[src/hw/rtl/mvsm_pkg.sv]
// ---------------------------------------------------------------------------
// mvsm_pkg
// Shared types and constants of the multi-voice sample mixer.
// ---------------------------------------------------------------------------
package mvsm_pkg;
	localparam int VOICE_SLOTS      = 16;
	localparam int SLOT_BITS        = (VOICE_SLOTS > 1) ? $clog2(VOICE_SLOTS) : 1;
	localparam int SAMPLE_ADDR_BITS = 16;
	localparam int LEN_BITS         = 17;
	localparam int ACC_BITS         = 40;

	localparam logic [1:0] ACT_WRITE = 2'd0;
	localparam logic [1:0] ACT_START = 2'd1;
	localparam logic [1:0] ACT_MIX   = 2'd2;

	localparam logic [1:0] ST_MIXED  = 2'd0;
	localparam logic [1:0] ST_START  = 2'd1;
	localparam logic [1:0] ST_FULL   = 2'd2;
	localparam logic [1:0] ST_LAYOUT = 2'd3;

	localparam logic [2:0] CH_MONO   = 3'd1;
	localparam logic [2:0] CH_STEREO = 3'd2;

	typedef enum logic [2:0] {
		S_IDLE,
		S_READ,
		S_LEFT,
		S_RIGHT,
		S_DONE,
		S_OUT
	} state_t;

	// voice descriptor as held in the voice memory
	typedef struct packed {
		logic [SAMPLE_ADDR_BITS-1:0] start;
		logic [LEN_BITS-1:0]         length;
		logic [LEN_BITS-1:0]         cursor;
	} voice_t;

	// truncate toward zero: (s * vol) / 32768
	function automatic logic signed [ACC_BITS-1:0] scale(input logic signed [15:0] s,
		input logic [15:0] vol);
		logic signed [32:0] p;
		logic signed [32:0] b;
		begin
			p = s * $signed({1'b0, vol});
			b = p + ((p < 0) ? 33'sd32767 : 33'sd0);
			scale = ACC_BITS'(b >>> 15);
		end
	endfunction

	function automatic logic [31:0] sat32(input logic signed [ACC_BITS-1:0] v);
		begin
			if (v > ACC_BITS'(64'sh7FFFFFFF))
				sat32 = 32'h7FFFFFFF;
			else if (v < -(ACC_BITS'(64'sh80000000)))
				sat32 = 32'h80000000;
			else
				sat32 = v[31:0];
		end
	endfunction
endpackage

[src/hw/rtl/mvsm_voice_ram.sv]
// ---------------------------------------------------------------------------
// mvsm_voice_ram
// Voice descriptor memory, one port, registered read.
// ---------------------------------------------------------------------------
module mvsm_voice_ram
	import mvsm_pkg::*;
(
	input  logic                 clk,
	input  logic                 we,
	input  logic [SLOT_BITS-1:0] addr,
	input  voice_t               wdata,
	output voice_t               rdata
);
	voice_t mem [VOICE_SLOTS];

	always_ff @(posedge clk) begin
		if (we)
			mem[addr] <= wdata;
		rdata <= mem[addr];
	end
endmodule

[config.mk]
export PLATFORM = sky130hd
export DESIGN_NAME = mvsm_voice_ram
export DESIGN_NICKNAME = d
export VERILOG_FILES = /design/src/hw/rtl/mvsm_pkg.sv /design/src/hw/rtl/mvsm_voice_ram.sv
export SDC_FILE = /design/constraint.sdc
export NUM_CORES = 1
export LEC_CHECK = 0
export ABC_AREA = 1
export BUFFER_PORTS_ARGS = -buffer_cell sky130_fd_sc_hd__buf_4
export CORE_MARGIN = 3
export CORE_UTILIZATION = 58
export CTS_BUF_LIST = sky130_fd_sc_hd__clkbuf_16
export CTS_CLUSTER_DIAMETER = 50
export DETAILED_ROUTE_END_ITERATION = 7
export GPL_TIMING_DRIVEN = 0
export PLACE_DENSITY_LB_ADDON = 0.05
export SYNTH_ARGS = -nofsm -noshare
export SYNTH_HDL_FRONTEND = slang
export SYNTH_SLANG_ARGS = --single-unit
[constraint.sdc]
create_clock -name clk -period 7.8 [get_ports clk]
set_input_delay 0.78 -clock clk [delete_from_list [all_inputs] [get_ports clk]]
set_output_delay 0.78 -clock clk [all_outputs]
set_load 0.02 [all_outputs]
==> reports/results.tsv, run 1 <==
stage	metric	value	unit
synth	Mapped Cells	3285	
detailed_routing	DRC viols	0	
detailed_routing	Post-DRT Antenna Nets	0	
detailed_routing	met3 wire length	6584	um
timing	Final min period	3.520	ns
clock_tree	clk buf depth	3	
floorplan	IO Pins	106	
clock_tree	Root Buffer	clkbuf_16	
synth	Synth cell types	12	
cells_and_area	Area Overhead vs Synth	14.66	%
setup_path	Slowest-stage cell, CP	nor2_1	
global_routing	Total GRT Usage	0.2700	
floorplan	Initial Util	0.5924	
global_routing	vias in the first global route	21916	
setup_path	Reg-to-Reg End	rdata[40]	
setup_path	reg-to-reg startpoint	mem[5][40]	
power_and_ir_drop	worst IR drop on VDD	0.1812	mV
floorplan	height of the die	249.9	um
setup_path	R2R cell count	8	
power_and_ir_drop	Pleak	17.06	nW
power_and_ir_drop	Tot Pwr	0.009800	W
timing	final setup vio count	0	
timing	fin crit share	0.4513	
timing	Least-Margin Pin Slew	1.533	ns
global_routing	largest net degree at the start of global routing	31	
timing	worst relative slew slack	-0.02206	
placed_design	Port Buffers	103	
placed_design	Final Wtd Congestion	0.8531	
setup_path	critical path endpoint category	register	
run_status	violated checks	max-capacitance violations, max-slew violations	
power_and_ir_drop	Sequential Power Share	0.524	
synth	synthesis-stage register bit count	850	
floorplan	Die W	249.9	um
power_and_ir_drop	Clk network pwr share	0.404	
detailed_routing	Detailed Route WL	84740	um
detailed_routing	Pre-antenna DRT Iters	5	
power_and_ir_drop	Pwr Density	247.7	nW/um^2
timing	clock skew	0.02137	ns
clock_tree	Sink Count	850	
timing	Slew Viols, Final	13	
timing	Fmax	284.1	MHz
timing	RSZ-0062 raised after global routing	no	
cells_and_area	FILL cells	4379	
setup_path	crit path launch	addr[2]	
synth	Synth area leaders	edfxtp_1, nand2_1, dfxtp_1	
timing	Hold WS	0.4834	ns
synth	Synth top area share	0.6962	
timing	Final Hold Viols	0	
clock_tree	worst-skew pair later-pin latency	0.63	ns
synth	synthesized cell area	34500	um^2
power_and_ir_drop	Switch Pwr	0.002215	W
global_routing	grt total ovfl	0	
detailed_routing	M1 wire length	35290	um
detailed_routing	Max Used Layer	met4	
setup_path	crit-path max FO	29	
setup_path	worst path required time	8.12	ns
clock_tree	H-Tree Depth	3	
detailed_routing	routed len/inst	19.52	um
power_and_ir_drop	Sw Ratio	0.2261	
clock_tree	postcts setup bufs	0	
setup_path	Critical Path Max Stage Delay	1.04	ns
detailed_routing	Vias/cell	5.254	
timing	Setup TNS	0	ns
global_routing	first-pass GRT wire length	127500	um
placed_design	# placed instances	4175	
clock_tree	total CTS buffers	88	
synth	Ys Warns	0	
setup_path	r2r setup slk	6.62	ns
placed_design	post-DP HPWL	53250	um
power_and_ir_drop	Int Power	0.007584	W
global_routing	initial antenna violation count	2	
floorplan	Die Area	62450	um^2
cells_and_area	non-filler instance count after layout	4342	
hold_path	hold path endpoint	mem[0][35]	
setup_path	data arrival time of the critical path	3.84	ns
job	number of max-cap violations	1	
power_and_ir_drop	Comb power frac	0.072	
cells_and_area	Layout Nets	3556	
setup_path	Setup CP Type	input port to register	
hold_path	hold path start	wdata[35]	
clock_tree	post-CTS sizing	0	
clock_tree	CTS tree	built	
floorplan	std cell rows	88	
run_status	status	complete, but fails checks	
detailed_routing	DR vias	22812	
clock_tree	clock slew seen by the registers of the worst setup and hold paths	0.06	ns
setup_path	Critical Path, Cell by Cell	buf_4 > nor2_1 > clkbuf_1 > inv_1 > nor2_4 > buf_12	
clock_tree	CTS Hold Bufs	0	
synth	Seq/Total Area, Yosys	0.7252	
synth	syn_nets	3341	
hold_path	worst hold stages	1	
synth	largest area contributor in the netlist	edfxtp_1	
hold_path	min-delay worst type	input port to register	
floorplan	core area	58250	um^2
synth	syn_area_per_cell	10.50	um^2
detailed_routing	met2 routed WL	40690	um
setup_path	Setup crit start kind	input port	
detailed_routing	Starting DRT DRC Count	2043	
cells_and_area	share of post-route cells with drive strength above 1	0.1086	
==> kinds of logic (layout without fill, tap and decap cells) <==
family,after synthesis,count (layout),synth area share
flops,850,850,0.7252
buf+inv,261,550,0.03811
simple gates,2174,2174,0.2366
other cells,0,3,0
==> metal layers <==
metal,vias to the layer above,GRT usage
li1,10979,-
met3,148,0.03991
met2,900,0.4417
met4,0,0.08886
met5,-,0
met1,10785,0.3766
==> final cells by class <==
class	instances	area [um^2]	share of cell area
Inverter	107	404.1	0.01022
Multi-Input combinational cell	2174	8285	0.2094
Clock buffer	91	2277	0.05756
Antenna cell	3	7.507	0.0001898
Buffer	154	910.9	0.02302
Sequential cell	850	25020	0.6325
Tap cell	765	957.2	0.02419
Timing Repair Buffer	125	1236	0.03125
Clock inverter	73	460.4	0.01164
==> stage by stage <==
stage	cell area [um^2]	util	setup WS, ns
final	39560	0.6792	4.280
after detailed placement	36820	0.6321	3.596
after global placement	36230	0.6221	0.6674
after floorplan	34500	-	3.743
after CTS	39560	0.6791	4.260
after global routing	39560	0.6791	4.246
==> power groups by stage <==
stage	clock network, W	logic [W]	registers [W]
after CTS	0.00400	0.000705	0.00513
final	0.00396	0.000704	0.00513
after detailed placement	0	0.000701	0.00523
after global routing	0.00420	0.000776	0.00514
after global placement	0	0.000676	0.00523
after floorplan	0	0.000345	0.00527
==> state kept, by name (all words and copies together), names as in the netlist <==
signal	flops
mem	800
rdata	50
==> placed cells by master, fill, tap and decap left out, types with 16 or more instances in the layout <==
| cell type | Yosys | routed |
|---|---|---|
| nand2_1 | 2152 | 2152 |
| edfxtp_1 | 800 | 800 |
| inv_1 | 106 | 142 |
| buf_4 | 33 | 136 |
| clkbuf_16 | 0 | 91 |
| buf_2 | 83 | 83 |
| dfxtp_1 | 50 | 50 |
| clkbuf_1 | 19 | 19 |
| buf_12 | 0 | 19 |
| nor2_4 | 0 | 16 |
==> worst max path at each step <==
stage / to / slack [ns]
6_report: mem[0][19] / 4.28
5_1_grt: mem[0][29] / 4.25
4_1_cts: mem[0][29] / 4.26
3_5_place_dp: mem[0][11] / 3.60
3_3_place_gp: mem[5][15] / 0.67
2_1_floorplan: mem[5][0] / 3.74
==> synthesized netlist by cell type (all sizes together) <==
cell type and number:
nand2 2152, clkbuf 19, edfxtp 800, nand3 4, inv 107, nor2 18
buf 135, dfxtp 50
==> worst max-delay path: cells and delay by family <==
| kind | cells | cell delay [ns] |
|---|---|---|
| buf+inv | 4 | 1.19 |
| simple gates | 2 | 1.80 |
No activity file was read; power rests on OpenSTA's default activity.
==> run 2: changes to the inputs <==
--- a/config.mk
+++ b/config.mk
@@ -5,7 +5,7 @@
 export SDC_FILE = /design/constraint.sdc
 export NUM_CORES = 1
 export LEC_CHECK = 0
-export ABC_AREA = 1
+export ABC_AREA = 0
 export BUFFER_PORTS_ARGS = -buffer_cell sky130_fd_sc_hd__buf_4
 export CORE_MARGIN = 3
 export CORE_UTILIZATION = 58
==> constraint.sdc (replaced) <==
create_clock -name clk -period 3.6 [get_ports clk]
set_input_delay 0.36 -clock clk [delete_from_list [all_inputs] [get_ports clk]]
set_output_delay 0.36 -clock clk [all_outputs]
set_load 0.02 [all_outputs]
==> reports/results.tsv, run 2 <==
stage	metric	value	unit	change
setup_path	cell family contributing the most delay on the critical path	buffers and inverters		
synth	most used flip-flop cell after synthesis	edfxtp_1		
setup_path	R2R cell count	3		-5
setup_path	Reg-to-Reg End	rdata[46]		
timing	RSZ-0062 raised after global routing	no		
cells_and_area	non-filler instance count after layout	2304		-47%
cells_and_area	Layout Nets	1596		-55%
power_and_ir_drop	Clk network pwr share	0.407		+0.003
clock_tree	post-CTS sizing	0		unchanged
clock_tree	total CTS buffers	87		-1.1%
run_status	status	complete, no violations		
clock_tree	CTS tree	built		
timing	Slew Viols, Final	0		-13
job	number of max-cap violations	0		-1
cells_and_area	commonest non-fill, non-tap cells in the layout	edfxtp_1, mux4_2, buf_4		
synth	Synth area leaders	edfxtp_1, mux4_2, dfxtp_1		
setup_path	critical path endpoint category	register		
detailed_routing	Starting DRT DRC Count	1440		-30%
global_routing	grt total ovfl	0		unchanged
global_routing	largest net degree at the start of global routing	24		-23%
detailed_routing	Pre-antenna DRT Iters	5		unchanged
setup_path	Critical Path Max Stage Delay	0.78	ns	-0.26 ns
floorplan	IO Pins	106		unchanged
clock_tree	Root Buffer	clkbuf_16		
synth	ys async rst share	0		unchanged
power_and_ir_drop	Sequential Power Share	0.538		+0.014
power_and_ir_drop	Int Power	0.01633	W	+120%
clock_tree	CTS Hold Bufs	0		unchanged
synth	synthesized cell area	31000	um^2	-10%
synth	number of synthesized flops with an enable pin	800		unchanged
timing	final setup vio count	0		unchanged
floorplan	Die W	237.2	um	-5.1%
hold_path	hold path endpoint	mem[9][32]		
floorplan	height of the die	237.2	um	-5.1%
cells_and_area	max FFs per register	800		unchanged
floorplan	core area	52760	um^2	-9.4%
power_and_ir_drop	Tot Pwr	0.02069	W	+110%
synth	Synth top area share	0.7750		+0.07880
hold_path	hold path start	wdata[32]		
detailed_routing	Vias/cell	6.315		+20%
synth	syn_area_per_cell	23.92	um^2	+130%
detailed_routing	Post-DRT Antenna Nets	0		unchanged
hold_path	worst hold stages	1		unchanged
detailed_routing	Detailed Route WL	66840	um	-21%
synth	largest area contributor in the netlist	edfxtp_1		
timing	Final min period	2.746	ns	
setup_path	Critical Path, Cell by Cell	buf_2 > buf_4 > clkbuf_1 > nand2b_1 > nor2_4 > buf_12 > buf_16		
clock_tree	H-Tree Depth	3		unchanged
synth	Seq/Total Area, Yosys	0.8073		+0.08209
clock_tree	worst-skew pair later-pin latency	0.63	ns	about the same
synth	synthesis-stage register bit count	850		unchanged
synth	Post-Synth Adder-Cell Area	0		unchanged
synth	Ys Warns	0		unchanged
setup_path	data arrival time of the critical path	3.06	ns	-0.78 ns
placed_design	Final Wtd Congestion	0.6912		-19%
floorplan	Initial Util	0.5875		-0.004908
setup_path	r2r setup slk	2.19	ns	-4.43 ns
placed_design	post-DP HPWL	41420	um	-22%
clock_tree	clock slew seen by the registers of the worst setup and hold paths	0.06	ns	about the same
cells_and_area	share of post-route cells with drive strength above 1	0.3269		+0.2184
synth	count leader, synth	edfxtp_1		
synth	syn_nets	1352		-60%
power_and_ir_drop	Pwr Density	569.7	nW/um^2	+130%
hold_path	min-delay worst type	input port to register		
power_and_ir_drop	worst IR drop on VDD	0.4449	mV	+150%
setup_path	Slowest-stage cell, CP	nor2_4		
synth	Synth cell types	18		+6
timing	Fmax	364.1	MHz	
synth	Mapped Cells	1296		-61%
cells_and_area	Most flops, register	mem		
setup_path	crit-path max FO	19		-34%
cells_and_area	most common cell after layout, fill and taps aside	edfxtp_1		
power_and_ir_drop	Sw Ratio	0.2106		-0.01548
synth	Synth Area in Simple Gates	0.01033		-0.2263
synth	largest family of logic cells by synthesized area	multiplexers		
placed_design	Port Buffers	103		unchanged
synth	post-synthesis xor/xnor area fraction	0		unchanged
synth	mux share of post-synthesis cell area	0.1453		+0.1453
clock_tree	postcts setup bufs	0		unchanged
cells_and_area	biggest regs	mem (800), rdata (50)		
setup_path	worst path required time	3.92	ns	-4.20 ns
setup_path	reg-to-reg startpoint	mem[2][46]		
power_and_ir_drop	Pleak	11.92	nW	-30%
placed_design	# placed instances	2139		-49%
setup_path	CP bufs+invs	5		+1
timing	Final Hold Viols	0		unchanged
global_routing	Total GRT Usage	0.2443		-0.02574
power_and_ir_drop	Switch Pwr	0.004357	W	+97%
detailed_routing	DRC viols	0		unchanged
timing	Least-Margin Pin Slew	1.007	ns	-0.5257 ns
floorplan	Die Area	56250	um^2	-9.9%
synth	Synth Area in Compound Gates	0.02422		+0.02422
timing	clock skew	0.01491	ns	-0.006465 ns
cells_and_area	FILL cells	3328		-24%
global_routing	vias in the first global route	14939		-32%
setup_path	Setup crit start kind	input port		
global_routing	first-pass GRT wire length	99160	um	-22%
setup_path	Setup CP Type	input port to register		
detailed_routing	DR vias	14549		-36%
timing	worst relative slew slack	0.3248		+0.3468
global_routing	initial antenna violation count	4		+2
detailed_routing	routed len/inst	29.01	um	+49%
clock_tree	Sink Count	850		unchanged
floorplan	std cell rows	84		-4.5%
timing	fin crit share	0.7629		
clock_tree	clk buf depth	3		unchanged
cells_and_area	Area Overhead vs Synth	17.17	%	
power_and_ir_drop	Comb power frac	0.055		-0.017
synth	commonest cells in the netlist	edfxtp_1, mux4_2, a22oi_1		
[run 2: cell count changes in the layout (fill, tap and decap cells not counted), sizes merged, moves of 11 or more]
cell / before / now
nand2: 2152 / 51
mux4: 0 / 200
inv: 148 / 33
a22oi: 0 / 100
buf: 260 / 194
clkbuf: 110 / 121
[run 2: worst reg2reg max path: stages, from the launching register on]
cell,delay (ns)
edfxtp_1,0.37
mux4_2,0.48
a22oi_1,0.26
nand2_1,0.17
[run 2: how the worst max path moves through the flow]
stage,from,endpoint,depth (start not counted)
floorplan,addr[1],mem[0][0],4
global placement,addr[1],mem[8][13],4
detailed placement,addr[1],mem[2][12],7
CTS,addr[1],mem[2][14],7
global route,addr[1],mem[2][7],7
finish,addr[1],mem[2][11],7
[run 2: cell type report]
class                           count  area [um^2]  area share
Multi-Input combinational cell    377         5685      0.1565
Sequential cell                   850        25020      0.6890
Clock buffer                       91         2277     0.06270
Timing Repair Buffer              155         1643     0.04523
Clock inverter                     73        429.2     0.01182
Buffer                             69        396.6     0.01092
Antenna cell                        1        2.502  0.00006890
Tap cell                          688        860.8     0.02370
[run 2: per-stage QoR]
| step | hold WS, ns | setup TNS [ns] | setup WS (ns) | util | area (um^2) |
|---|---|---|---|---|---|
| final | 0.03459 | 0 | 0.8535 | 0.6884 | 36320 |
| after global routing | 0.02567 | 0 | 0.6736 | 0.6884 | 36320 |
| after CTS | 0.002801 | 0 | 0.8435 | 0.6883 | 36320 |
| after detailed placement | 0.6558 | 0 | 0.1759 | 0.6370 | 33610 |
| after global placement | 0.6493 | -1845.52 | -5.968 | 0.6190 | 32660 |
| after floorplan | 0.4589 | -254.00 | -1.270 | - | 31030 |
[run 2: kinds of logic after synthesis]
| logic type | count (synthesis) |
|---|---|
| DFF | 850 |
| muxes | 200 |
| AOI/OAI and AO/OA | 100 |
| and+or+nand+nor | 77 |
| buffers and inverters | 69 |
[run 2: metal layers]
metal / up-vias / GRT usage / part of all wire
met4: 4 / 0.06877 / 0.019
met3: 98 / 0.04954 / 0.080
met2: 623 / 0.3746 / 0.48
li1: 6054 / - / -
met5: - / 0 / 0.00040
met1: 7770 / 0.3690 / 0.42
[run 2: power groups by stage]
stage | logic (W) | registers, W | clock network [W]
after detailed placement | 0.00115 | 0.0113 | 0
final | 0.00114 | 0.0111 | 0.00843
after global placement | 0.00108 | 0.0113 | 0
after CTS | 0.00116 | 0.0111 | 0.00855
after global routing | 0.00122 | 0.0111 | 0.00899
after floorplan | 0.000537 | 0.0114 | 0
